File: config.mk
export PLATFORM = sky130hd
export DESIGN_NAME = sdks_cell
export DESIGN_NICKNAME = d
export VERILOG_FILES = /design/src/hw/rtl/sdks_pkg.sv /design/src/hw/rtl/sdks_cell.sv
export SDC_FILE = /design/constraint.sdc
export NUM_CORES = 1
export LEC_CHECK = 0
export ABC_AREA = 1
export ABC_CLOCK_PERIOD_IN_PS = 5400
export BUFFER_PORTS_ARGS = -buffer_cell sky130_fd_sc_hd__buf_2
export CAP_MARGIN = 20
export CORE_ASPECT_RATIO = 1.25
export CORE_MARGIN = 2
export CORE_UTILIZATION = 49
export CTS_CLUSTER_DIAMETER = 50
export DETAILED_ROUTE_END_ITERATION = 8
export GPL_TIMING_DRIVEN = 0
export PLACE_DENSITY = 0.88
export SYNTH_ARGS = -nofsm -noshare
export SYNTH_HDL_FRONTEND = slang
export SYNTH_SLANG_ARGS = --single-unit
File: constraint.sdc
create_clock -name clock -period 5.4 [get_ports clock]
set_clock_uncertainty 0.15 [all_clocks]
set_input_delay 1.08 -clock clock [delete_from_list [all_inputs] [get_ports clock]]
set_output_delay 1.08 -clock clock [all_outputs]
set_load 0.1 [all_outputs]
File: src/hw/rtl/sdks_pkg.sv
// shared types, constants and key function for the date key sort core
package sdks_pkg;

   localparam int KEY_W   = 20;
   localparam int IDX_W   = 9;
   localparam int DIGIT_W = 4;
   localparam int OP_W    = 2;
   localparam int POS_W   = 9;

   localparam logic [OP_W-1:0] OP_APPEND = 2'd0;
   localparam logic [OP_W-1:0] OP_QUERY  = 2'd1;
   localparam logic [OP_W-1:0] OP_CLEAR  = 2'd2;

   // broadcast from the control stage to every cell
   typedef struct packed {
      logic             ins;
      logic [KEY_W-1:0] key;
      logic [IDX_W-1:0] idx;
   } bcast_type;

   // yymmdd from raw digits, truncated to the key width
   function automatic logic [KEY_W-1:0] date_key(
      input logic [DIGIT_W-1:0] day_tens,
      input logic [DIGIT_W-1:0] day_ones,
      input logic [DIGIT_W-1:0] month_tens,
      input logic [DIGIT_W-1:0] month_ones,
      input logic [DIGIT_W-1:0] year_tens,
      input logic [DIGIT_W-1:0] year_ones
   );
      logic [23:0] sum;
      sum = 24'(year_tens)  * 24'd100000 + 24'(year_ones)  * 24'd10000
          + 24'(month_tens) * 24'd1000   + 24'(month_ones) * 24'd100
          + 24'(day_tens)   * 24'd10     + 24'(day_ones);
      return sum[KEY_W-1:0];
   endfunction

endpackage

File: src/hw/rtl/sdks_cell.sv
// one cell of the insertion chain: holds a key and its arrival index
module sdks_cell (
   input  logic                     clock,
   input  sdks_pkg::bcast_type      bcast,
   input  logic                     occupied,
   input  logic                     prev_gt,
   input  logic [sdks_pkg::KEY_W-1:0] prev_key,
   input  logic [sdks_pkg::IDX_W-1:0] prev_idx,
   output logic                     gt,
   output logic [sdks_pkg::KEY_W-1:0] key,
   output logic [sdks_pkg::IDX_W-1:0] idx
);

   logic [sdks_pkg::KEY_W-1:0] key_ff, key_in;
   logic [sdks_pkg::IDX_W-1:0] idx_ff, idx_in;

   // an empty cell counts as larger than any key
   assign gt = !occupied || (key_ff > bcast.key);

   always_comb begin
      key_in = key_ff;
      idx_in = idx_ff;
      if (bcast.ins && gt) begin
         // first larger cell takes the new record, the rest shift up
         if (prev_gt) begin
            key_in = prev_key;
            idx_in = prev_idx;
         end else begin
            key_in = bcast.key;
            idx_in = bcast.idx;
         end
      end
   end

   always_ff @(posedge clock) begin
      key_ff <= key_in;
      idx_ff <= idx_in;
   end

   assign key = key_ff;
   assign idx = idx_ff;

endmodule

==> results of run 1 <==
-- stage by stage --
| stage | total power (uW) | hold slack, ps | cell area [um^2] | cells |
|---|---|---|---|---|
| global placement | 521 | 1130 | 2280 | 310 |
| finish | 753 | 918 | 2400 | 318 |
| CTS | 757 | 919 | 2400 | 318 |
| detailed placement | 528 | 980 | 2280 | 310 |
| floorplan | 474 | 1120 | 1780 | 181 |
| global route | 785 | 924 | 2400 | 318 |
-- worst paths after layout --
check                         start           endpoint  depth (start not counted)
setup / recovery          bcast[24]                 gt                         12
hold / removal             bcast[6]   idx[6]$_DFFE_PP_                          2
hold reg to reg    key[1]$_DFFE_PP_   key[0]$_DFFE_PP_                          4
setup reg to reg  key[15]$_DFFE_PP_  key[14]$_DFFE_PP_                          9
-- area by class of cell --
| cell class | count | area, um^2 |
|---|---|---|
| flip-flops and latches | 29 | 871 |
| fillers | 275 | 1080 |
| plain buffers | 5 | 23.8 |
| clock inverters | 3 | 46.3 |
| multi-input cells | 116 | 773 |
| inverters | 31 | 116 |
| well taps | 39 | 48.8 |
| repair buffers | 90 | 450 |
| clock buffers | 5 | 68.8 |
-- power groups by stage --
stage,Clock [uW],Combinational [uW],Sequential [uW]
CTS,232,247,279
finish,230,245,279
global placement,0,239,282
floorplan,0,70.0,404
global route,242,262,280
detailed placement,0,245,283
-- cell families (layout without fill, tap and decap cells) --
logic type | after synthesis | count (layout)
buffers and inverters | 36 | 134
adder cells (fa/ha/maj) | 20 | 20
AO/OA/AOI/OAI | 29 | 29
flip-flops | 29 | 29
AND/OR/NAND/NOR | 57 | 57
multiplexers | 10 | 10
-- flip-flops by register name, indices dropped and copies added (netlist names) --
signal and count:
key 20, idx 9
-- synthesized netlist by cell type --
cell type | count | share of area (%)
a21o_1 | 1 | 0.42
a21oi_1 | 7 | 2.0
a21oi_2 | 1 | 0.49
buf_2 | 4 | 1.1
clkbuf_1 | 1 | 0.21
edfxtp_1 | 29 | 49
ha_1 | 20 | 14
inv_1 | 31 | 6.5
mux2_1 | 10 | 6.3
nand2_1 | 45 | 9.5
nand2_2 | 4 | 1.4
nand3_2 | 1 | 0.56
nand4_1 | 1 | 0.35
nor2_1 | 2 | 0.42
nor2_2 | 3 | 1.1
nor2_4 | 1 | 0.63
o21ai_1 | 19 | 5.4
o21ai_2 | 1 | 0.49
-- critical path, cell delays in order --
cell and delay [ps]:
buf_2 70, inv_1 40, ha_1 290, nand2_1 80
nor2_2 140, nand2_2 80, nor2_2 120, nand2_1 70
nand3_2 70, nand2_2 70, nand2_1 60, buf_2 420
-- metal layers --
metal / GRT usage (%) / wire length (um) / vias up
li1: - / - / 796
met1: 22.7 / 1540 / 737
met2: 41.7 / 2350 / 61
met3: 6.68 / 272 / 8
met4: 8.01 / 55 / 0
met5: 0 / 0 / -
==> flow_summary.json, run 1 <==
{
  "pre_cts_ws_ps": 1570,
  "synth_top_family_by_area": "adder cells",
  "required_ps": 4170,
  "grt_pass1_wl_um": 6940,
  "vias": 1602,
  "ys_ff_latch": 29,
  "gp_congestion": 0.729,
  "maxSlewHeadroom_pct": 38.6,
  "grt_pass1_vias": 1699,
  "end_kind": "output port",
  "route.detailed.drc": 0,
  "fp.dieH_um": 71.3,
  "grt_overflow_total": 0,
  "clk_path_buf_depth": 2,
  "synth_fp_nets": 263,
  "timing.final.crit_share_pct": 70.8,
  "status": "completed",
  "path_max_fanout": 2,
  "yosysWarnings": 0,
  "cts_num_sinks": 29,
  "grt_start_max_net_pins": 30,
  "hold_viol": 0,
  "port_buffers": 90,
  "fin_crit_ps": 3820,
  "max_freq_mhz": 262,
  "tightest_slew_ps": 919,
  "ctsHoldBuffers": 0,
  "cts_root_buffer": "clkbuf_8",
  "rsz0062_at_grt": "false",
  "final_util_pct": 68.9,
  "n_antenna_cell": 0,
  "drtIter0Drc": 42,
  "ys_types": 18,
  "wl_per_cell_um": 13.3,
  "drt_wl_total_um": 4220,
  "synth-simple-area-share_pct": 13.9,
  "syn_avg_cell_area_um2": 9.82,
  "layout_common_cells": "buf_2 (94), nand2_1 (45), inv_1 (31)",
  "area_delta_synth_final_pct": 35.0,
  "post_synth_mux_area_share_pct": 6.34,
  "critPathKind": "in -> out",
  "path_clk_slew_ps": 70,
  "swShare_pct": 38.1,
  "worst-endpoint-arrival_ps": 2590,
  "io_pins": 92,
  "drive_above_1_share_pct": 40.5,
  "cts_resized": 0,
  "pwr-share-comb_pct": 32.5,
  "mostFrequentLayoutCell": "buf_2",
  "core_area_um2": 3480,
  "initial_core_util_pct": 51.0,
  "maxCapViolCount": 0,
  "dp_hpwl_um": 3320,
  "synth-xor-area-share_pct": 0,
  "setup_viol": 0,
  "pwr-share-seq_pct": 37.0,
  "finalWorstSetupSlack_ps": 1580,
  "synth-compound-area-share_pct": 8.73,
  "hold_class": "in -> reg",
  "tns_ps": 0,
  "intPower_uw": 466,
  "cts-htree-levels": 2,
  "cts_tree": "built",
  "p_switching_uw": 287,
  "post_cts_buffers": 0,
  "antenna_left": 0,
  "slew_violations": 0,
  "p_leak_uw": 0.00125,
  "power_density_nw_per_um2": 314,
  "dieWidth_um": 57.9,
  "core.rowCount": 24,
  "die-area_um2": 4130,
  "ys_seq_area_share_pct": 49.0,
  "reg2reg_slack_ps": 2800,
  "antenna_found_initial": 0,
  "synthAdderAreaFrac_pct": 14.1,
  "syn_area_um2": 1780,
  "peakVddDrop_mv": 0.241,
  "cts_made_buffers": 5,
  "cp-start-kind": "primary input",
  "grt.total_usage_pct": 22.2,
  "via_per_inst": 5.04,
  "postSynthCellCount": 181,
  "pwr-share-clk_pct": 30.5,
  "insertion_delay_ps": 290,
  "dr.pass1.iters": 4,
  "fin_nets": 360
}
(Power assumes the default switching activity.)
==> inputs of run 2 (changes only) <==
--- a/config.mk
+++ b/config.mk
@@ -6,16 +6,16 @@
 export NUM_CORES = 1
 export LEC_CHECK = 0
 export ABC_AREA = 1
-export ABC_CLOCK_PERIOD_IN_PS = 5400
+export ABC_CLOCK_PERIOD_IN_PS = 3700
 export BUFFER_PORTS_ARGS = -buffer_cell sky130_fd_sc_hd__buf_2
 export CAP_MARGIN = 20
 export CORE_ASPECT_RATIO = 1.25
 export CORE_MARGIN = 2
-export CORE_UTILIZATION = 49
+export CORE_UTILIZATION = 45
 export CTS_CLUSTER_DIAMETER = 50
 export DETAILED_ROUTE_END_ITERATION = 8
 export GPL_TIMING_DRIVEN = 0
-export PLACE_DENSITY = 0.88
+export PLACE_DENSITY = 0.82
 export SYNTH_ARGS = -nofsm -noshare
 export SYNTH_HDL_FRONTEND = slang
 export SYNTH_SLANG_ARGS = --single-unit
==> constraint.sdc (replaced) <==
create_clock -name clock -period 3.7 [get_ports clock]
set_clock_uncertainty 0.15 [all_clocks]
set_input_delay 0.74 -clock clock [delete_from_list [all_inputs] [get_ports clock]]
set_output_delay 0.74 -clock clock [all_outputs]
set_load 0.1 [all_outputs]
==> flow_summary.json, run 2 (synthesis results as in run 1) <==
{
  "initial_core_util_pct": 46.9,
  "met1_usage_pct": 19.4,
  "final_util_pct": 63.9,
  "slew_violations": 0,
  "n_antenna_cell": 0,
  "dp_hpwl_um": 3130,
  "grt_start_max_net_pins": 30,
  "path_clk_slew_ps": 70,
  "die-area_um2": 4470,
  "critPathKind": "in -> out",
  "cts_resized": 0,
  "core_area_um2": 3780,
  "peakVddDrop_mv": 0.422,
  "maxCapViolCount": 0,
  "antenna_found_initial": 0,
  "mostFrequentLayoutCell": "buf_2",
  "grt.total_usage_pct": 18.5,
  "cp-start-kind": "primary input",
  "hold_class": "in -> reg",
  "fin_crit_ps": 3160,
  "drtIter0Drc": 27,
  "port_buffers": 90,
  "place_inst": 325,
  "power_density_nw_per_um2": 454,
  "area_delta_synth_final_pct": 36.1,
  "cts_num_sinks": 29,
  "route.detailed.drc": 0,
  "insertion_delay_ps": 280,
  "pwr-share-seq_pct": 37.0,
  "path_max_fanout": 2,
  "worst-endpoint-arrival_ps": 2270,
  "wl_per_cell_um": 11.7,
  "pre_cts_ws_ps": 522,
  "crit_chain": "buf_2 -> inv_1 -> ha_1 -> nand2_1 -> nor2_2 -> nand2_2 -> nor2_2 -> nand2_1 -> nand3_2 -> nand2_2 -> nand2_1 -> buf_2",
  "via_per_inst": 4.75,
  "tightest_slew_ps": 938,
  "cts_made_buffers": 5,
  "grtUsageMet3_pct": 3.13,
  "end_kind": "output port",
  "maxSlewHeadroom_pct": 37.3,
  "finalWorstSetupSlack_ps": 543,
  "pwr-share-clk_pct": 30.6,
  "final_cells": 333,
  "grt_overflow_total": 0,
  "tns_ps": 0,
  "clk_path_buf_depth": 2,
  "p_switching_uw": 417,
  "rsz0062_at_grt": "false",
  "antenna_left": 0,
  "slowest_delay_ps": 410,
  "core.rowCount": 25,
  "dr.pass1.iters": 4,
  "max_freq_mhz": 317,
  "use_met2_pct": 34.4,
  "layout_common_cells": "buf_2 (94), nand2_1 (45), inv_1 (31)",
  "dieWidth_um": 60.2,
  "required_ps": 2810,
  "status": "completed",
  "post_cts_buffers": 0,
  "drt_wl_total_um": 3910,
  "fp.dieH_um": 74.3,
  "timing.final.crit_share_pct": 85.3,
  "gp_congestion": 0.742,
  "cts-htree-levels": 2,
  "p_leak_uw": 0.00125,
  "pwr-share-comb_pct": 32.4,
  "drive_above_1_share_pct": 40.5,
  "fin_nets": 360,
  "cpMostUsedCell": "nand2_1",
  "largest_register_ffs": 20,
  "grt_pass1_wl_um": 6140,
  "swShare_pct": 38.0,
  "grt-busiest-layer": "met2",
  "cts_root_buffer": "clkbuf_8",
  "worst_path_max_delay_cell": "buf_2",
  "hold_viol": 0,
  "io_pins": 92,
  "setup_viol": 0,
  "grt_pass1_vias": 1519,
  "vias": 1582,
  "intPower_uw": 679,
  "p_total_uw": 1100,
  "ctsHoldBuffers": 0,
  "cts_tree": "built"
}
==> run 2: cell counts in the layout (fill, tap and decap cells not counted) <==
No cell type changed its count.
==> run 2: worst paths after layout <==
path,start,end,slack (ps),cells after the start
worst min-delay path,bcast[4],idx[4]$_DFFE_PP_,580,2
worst min register to register,key[1]$_DFFE_PP_,key[10]$_DFFE_PP_,1010,4
worst max register to register,key[15]$_DFFE_PP_,key[11]$_DFFE_PP_,1090,9
worst max-delay path,bcast[24],gt,540,12
==> run 2: area by class of cell <==
class                   instances  area [um^2]
clock buffers                   5         68.8
repair buffers                 90          450
clock inverters                 3         46.3
well taps                      54         67.6
flip-flops and latches         29          871
inverters                      31          116
multi-input cells             116          773
plain buffers                   5         23.8
fillers                       330         1370
==> run 2: per-stage QoR <==
stage          instance area, um^2  hold slack, ps
6_report                      2420             580
5_1_grt                       2420             584
4_1_cts                       2420             576
3_5_place_dp                  2300             876
3_3_place_gp                  2290             870
2_1_floorplan                 1780             784
==> run 2: metal layers <==
metal | up-vias | routed length [um]
li1 | 797 | -
met5 | - | 0
met2 | 55 | 2100
met1 | 723 | 1520
met4 | 0 | 93
met3 | 7 | 192
==> run 2: critical path, delay by kind of cell <==
kind,cells,cell delay [ps]
AND/OR/NAND/NOR,8,690
buffers and inverters,3,520
adder cells (fa/ha/maj),1,290
==> run 2: power by group through the flow <==
stage	combinational [uW]	sequential [uW]	clock, uW
final	355	406	335
after global routing	382	409	349
after CTS	359	406	338
after detailed placement	358	413	0
after global placement	350	412	0
after floorplan	102	590	0
==> inputs of run 3 (changes only) <==
--- a/config.mk
+++ b/config.mk
@@ -16,6 +16,7 @@
 export DETAILED_ROUTE_END_ITERATION = 8
 export GPL_TIMING_DRIVEN = 0
 export PLACE_DENSITY = 0.82
+export SLEW_MARGIN = 10
 export SYNTH_ARGS = -nofsm -noshare
 export SYNTH_HDL_FRONTEND = slang
 export SYNTH_SLANG_ARGS = --single-unit
==> constraint.sdc (replaced) <==
create_clock -name clock -period 3.7 [get_ports clock]
set_clock_uncertainty 0.15 [all_clocks]
set_input_delay 0.555 -clock clock [delete_from_list [all_inputs] [get_ports clock]]
set_output_delay 0.555 -clock clock [all_outputs]
set_load 0.1 [all_outputs]
==> flow_summary.json, run 3 (synthesis results as in run 1) <==
{
  "status": "completed",
  "r2r-end": "key[3]$_DFFE_PP_",
  "core_area_um2": 3780,
  "timing.final.crit_share_pct": 75.6,
  "via_per_inst": 4.68,
  "hold_viol": 0,
  "crit_chain": "ha_1 -> nand2_1 -> nor2_2 -> nand2_2 -> nor2_2 -> nand2_1 -> nand3_2 -> nand2_2 -> nand2_1 -> buf_2",
  "p_leak_uw": 0.00126,
  "gp_congestion": 0.742,
  "drt_wl_total_um": 4000,
  "max_freq_mhz": 357,
  "layout_common_cells": "buf_2 (94), nand2_1 (45), inv_1 (31)",
  "cp-start-kind": "flip-flop",
  "dieWidth_um": 60.2,
  "grt_overflow_total": 0,
  "dpl_cell_area_um2": 2330,
  "dp_hpwl_um": 3220,
  "tns_ps": 0,
  "initial_core_util_pct": 46.9,
  "slew_violations": 0,
  "ctsHoldBuffers": 0,
  "required_ps": 2990,
  "drive_above_1_share_pct": 40.7,
  "end_kind": "output port",
  "peakVddDrop_mv": 0.440,
  "fp.dieH_um": 74.3,
  "area_delta_synth_final_pct": 37.6,
  "maxCapViolCount": 0,
  "grt_pass1_vias": 1522,
  "antenna_found_initial": 0,
  "critPathKind": "reg -> out",
  "timing.rr.start": "key[15]$_DFFE_PP_",
  "reg2reg_depth": 10,
  "io_pins": 92,
  "maxSlewHeadroom_pct": 66.9,
  "worst_path_max_delay_cell": "buf_2",
  "vias": 1562,
  "pre_cts_ws_ps": 888,
  "hold_start": "bcast[4]",
  "fin_nets": 361,
  "cts-htree-levels": 2,
  "tightest_slew_ps": 500,
  "wl_per_cell_um": 12.0,
  "cts_num_sinks": 29,
  "holdPathEnd": "idx[4]$_DFFE_PP_",
  "n_antenna_cell": 0,
  "port_buffers": 90,
  "grt_start_max_net_pins": 20,
  "cts_made_buffers": 5,
  "drtIter0Drc": 27,
  "path_max_fanout": 2,
  "largest_register_ffs": 20,
  "core.rowCount": 25,
  "fin_crit_ps": 2800,
  "dr.pass1.iters": 4,
  "power_density_nw_per_um2": 450,
  "worst-endpoint-arrival_ps": 2090,
  "finalWorstSetupSlack_ps": 902,
  "cts_tree": "built",
  "die-area_um2": 4470,
  "holdPathStages": 2,
  "cts_root_buffer": "clkbuf_8",
  "path_clk_slew_ps": 70,
  "cts_resized": 0,
  "setup_viol": 0,
  "cpMostUsedCell": "nand2_1",
  "rsz0062_at_grt": "false",
  "hold_class": "in -> reg",
  "post_cts_buffers": 0,
  "grt_pass1_wl_um": 6240,
  "reg2reg_slack_ps": 1290,
  "finish.instance_area_um2": 2440,
  "worst-path-buf-inv": 1,
  "crit_family": "simple AND/OR/NAND/NOR gates",
  "grt.total_usage_pct": 19.1,
  "route.detailed.drc": 0,
  "insertion_delay_ps": 280,
  "slowest_delay_ps": 410,
  "mostFrequentLayoutCell": "buf_2",
  "clk_path_buf_depth": 2,
  "antenna_left": 0
}
[run 3: cell types whose count changed in the layout (fill, tap and decap cells not counted)]
| cell | delta |
|---|---|
| buf_16 | +1 |
[run 3: layout make-up]
class / instances / area (um^2)
buffer: 5 / 23.8
clock buffer: 5 / 68.8
clock inverter: 3 / 46.3
fill: 327 / 1340
inverter: 31 / 116
multi-input combinational: 116 / 773
sequential: 29 / 871
tap: 54 / 67.6
timing repair buffer: 91 / 478
[run 3: where the power goes]
part	internal, uW	switching (uW)
logic	87.5	275
clock network	201	131
registers	395	10.5
[run 3: worst register-to-register path, cell delays in order (launching register included)]
cell      delay (ps)
edfxtp_1         380
ha_1             310
nand2_1           80
nor2_2           150
nand2_2           80
nor2_2           120
nand2_1           70
nand3_2           80
nand2_2           70
a21oi_4          400
buf_16           220
[run 3: metrics by stage]
stage	util, %	instances	total power, uW	hold slack (ps)
after floorplan	-	181	692	599
after global placement	60.6	325	763	685
after detailed placement	61.6	326	778	691
after CTS	64.6	334	1110	390
after global routing	64.6	334	1150	394
final	64.6	334	1100	399
[run 3: how the worst max path moves through the flow]
stage | start | end | slack [ps] | cells after the start
finish | key[15]$_DFFE_PP_ | gt | 900 | 10
global route | key[15]$_DFFE_PP_ | gt | 740 | 10
CTS | key[15]$_DFFE_PP_ | gt | 870 | 10
detailed placement | bcast[24] | gt | 890 | 12
global placement | bcast[24] | idx[1]$_DFFE_PP_ | 290 | 11
floorplan | key[19]$_DFFE_PP_ | idx[0]$_DFFE_PP_ | 480 | 9
[run 3: routing by layer]
metal	GRT usage, %	up-vias	share of wire, %
met5	0	-	0
met4	6.42	0	1.3
met2	35.1	48	54
met1	19.7	711	39
li1	-	797	-
met3	6.78	6	5.7
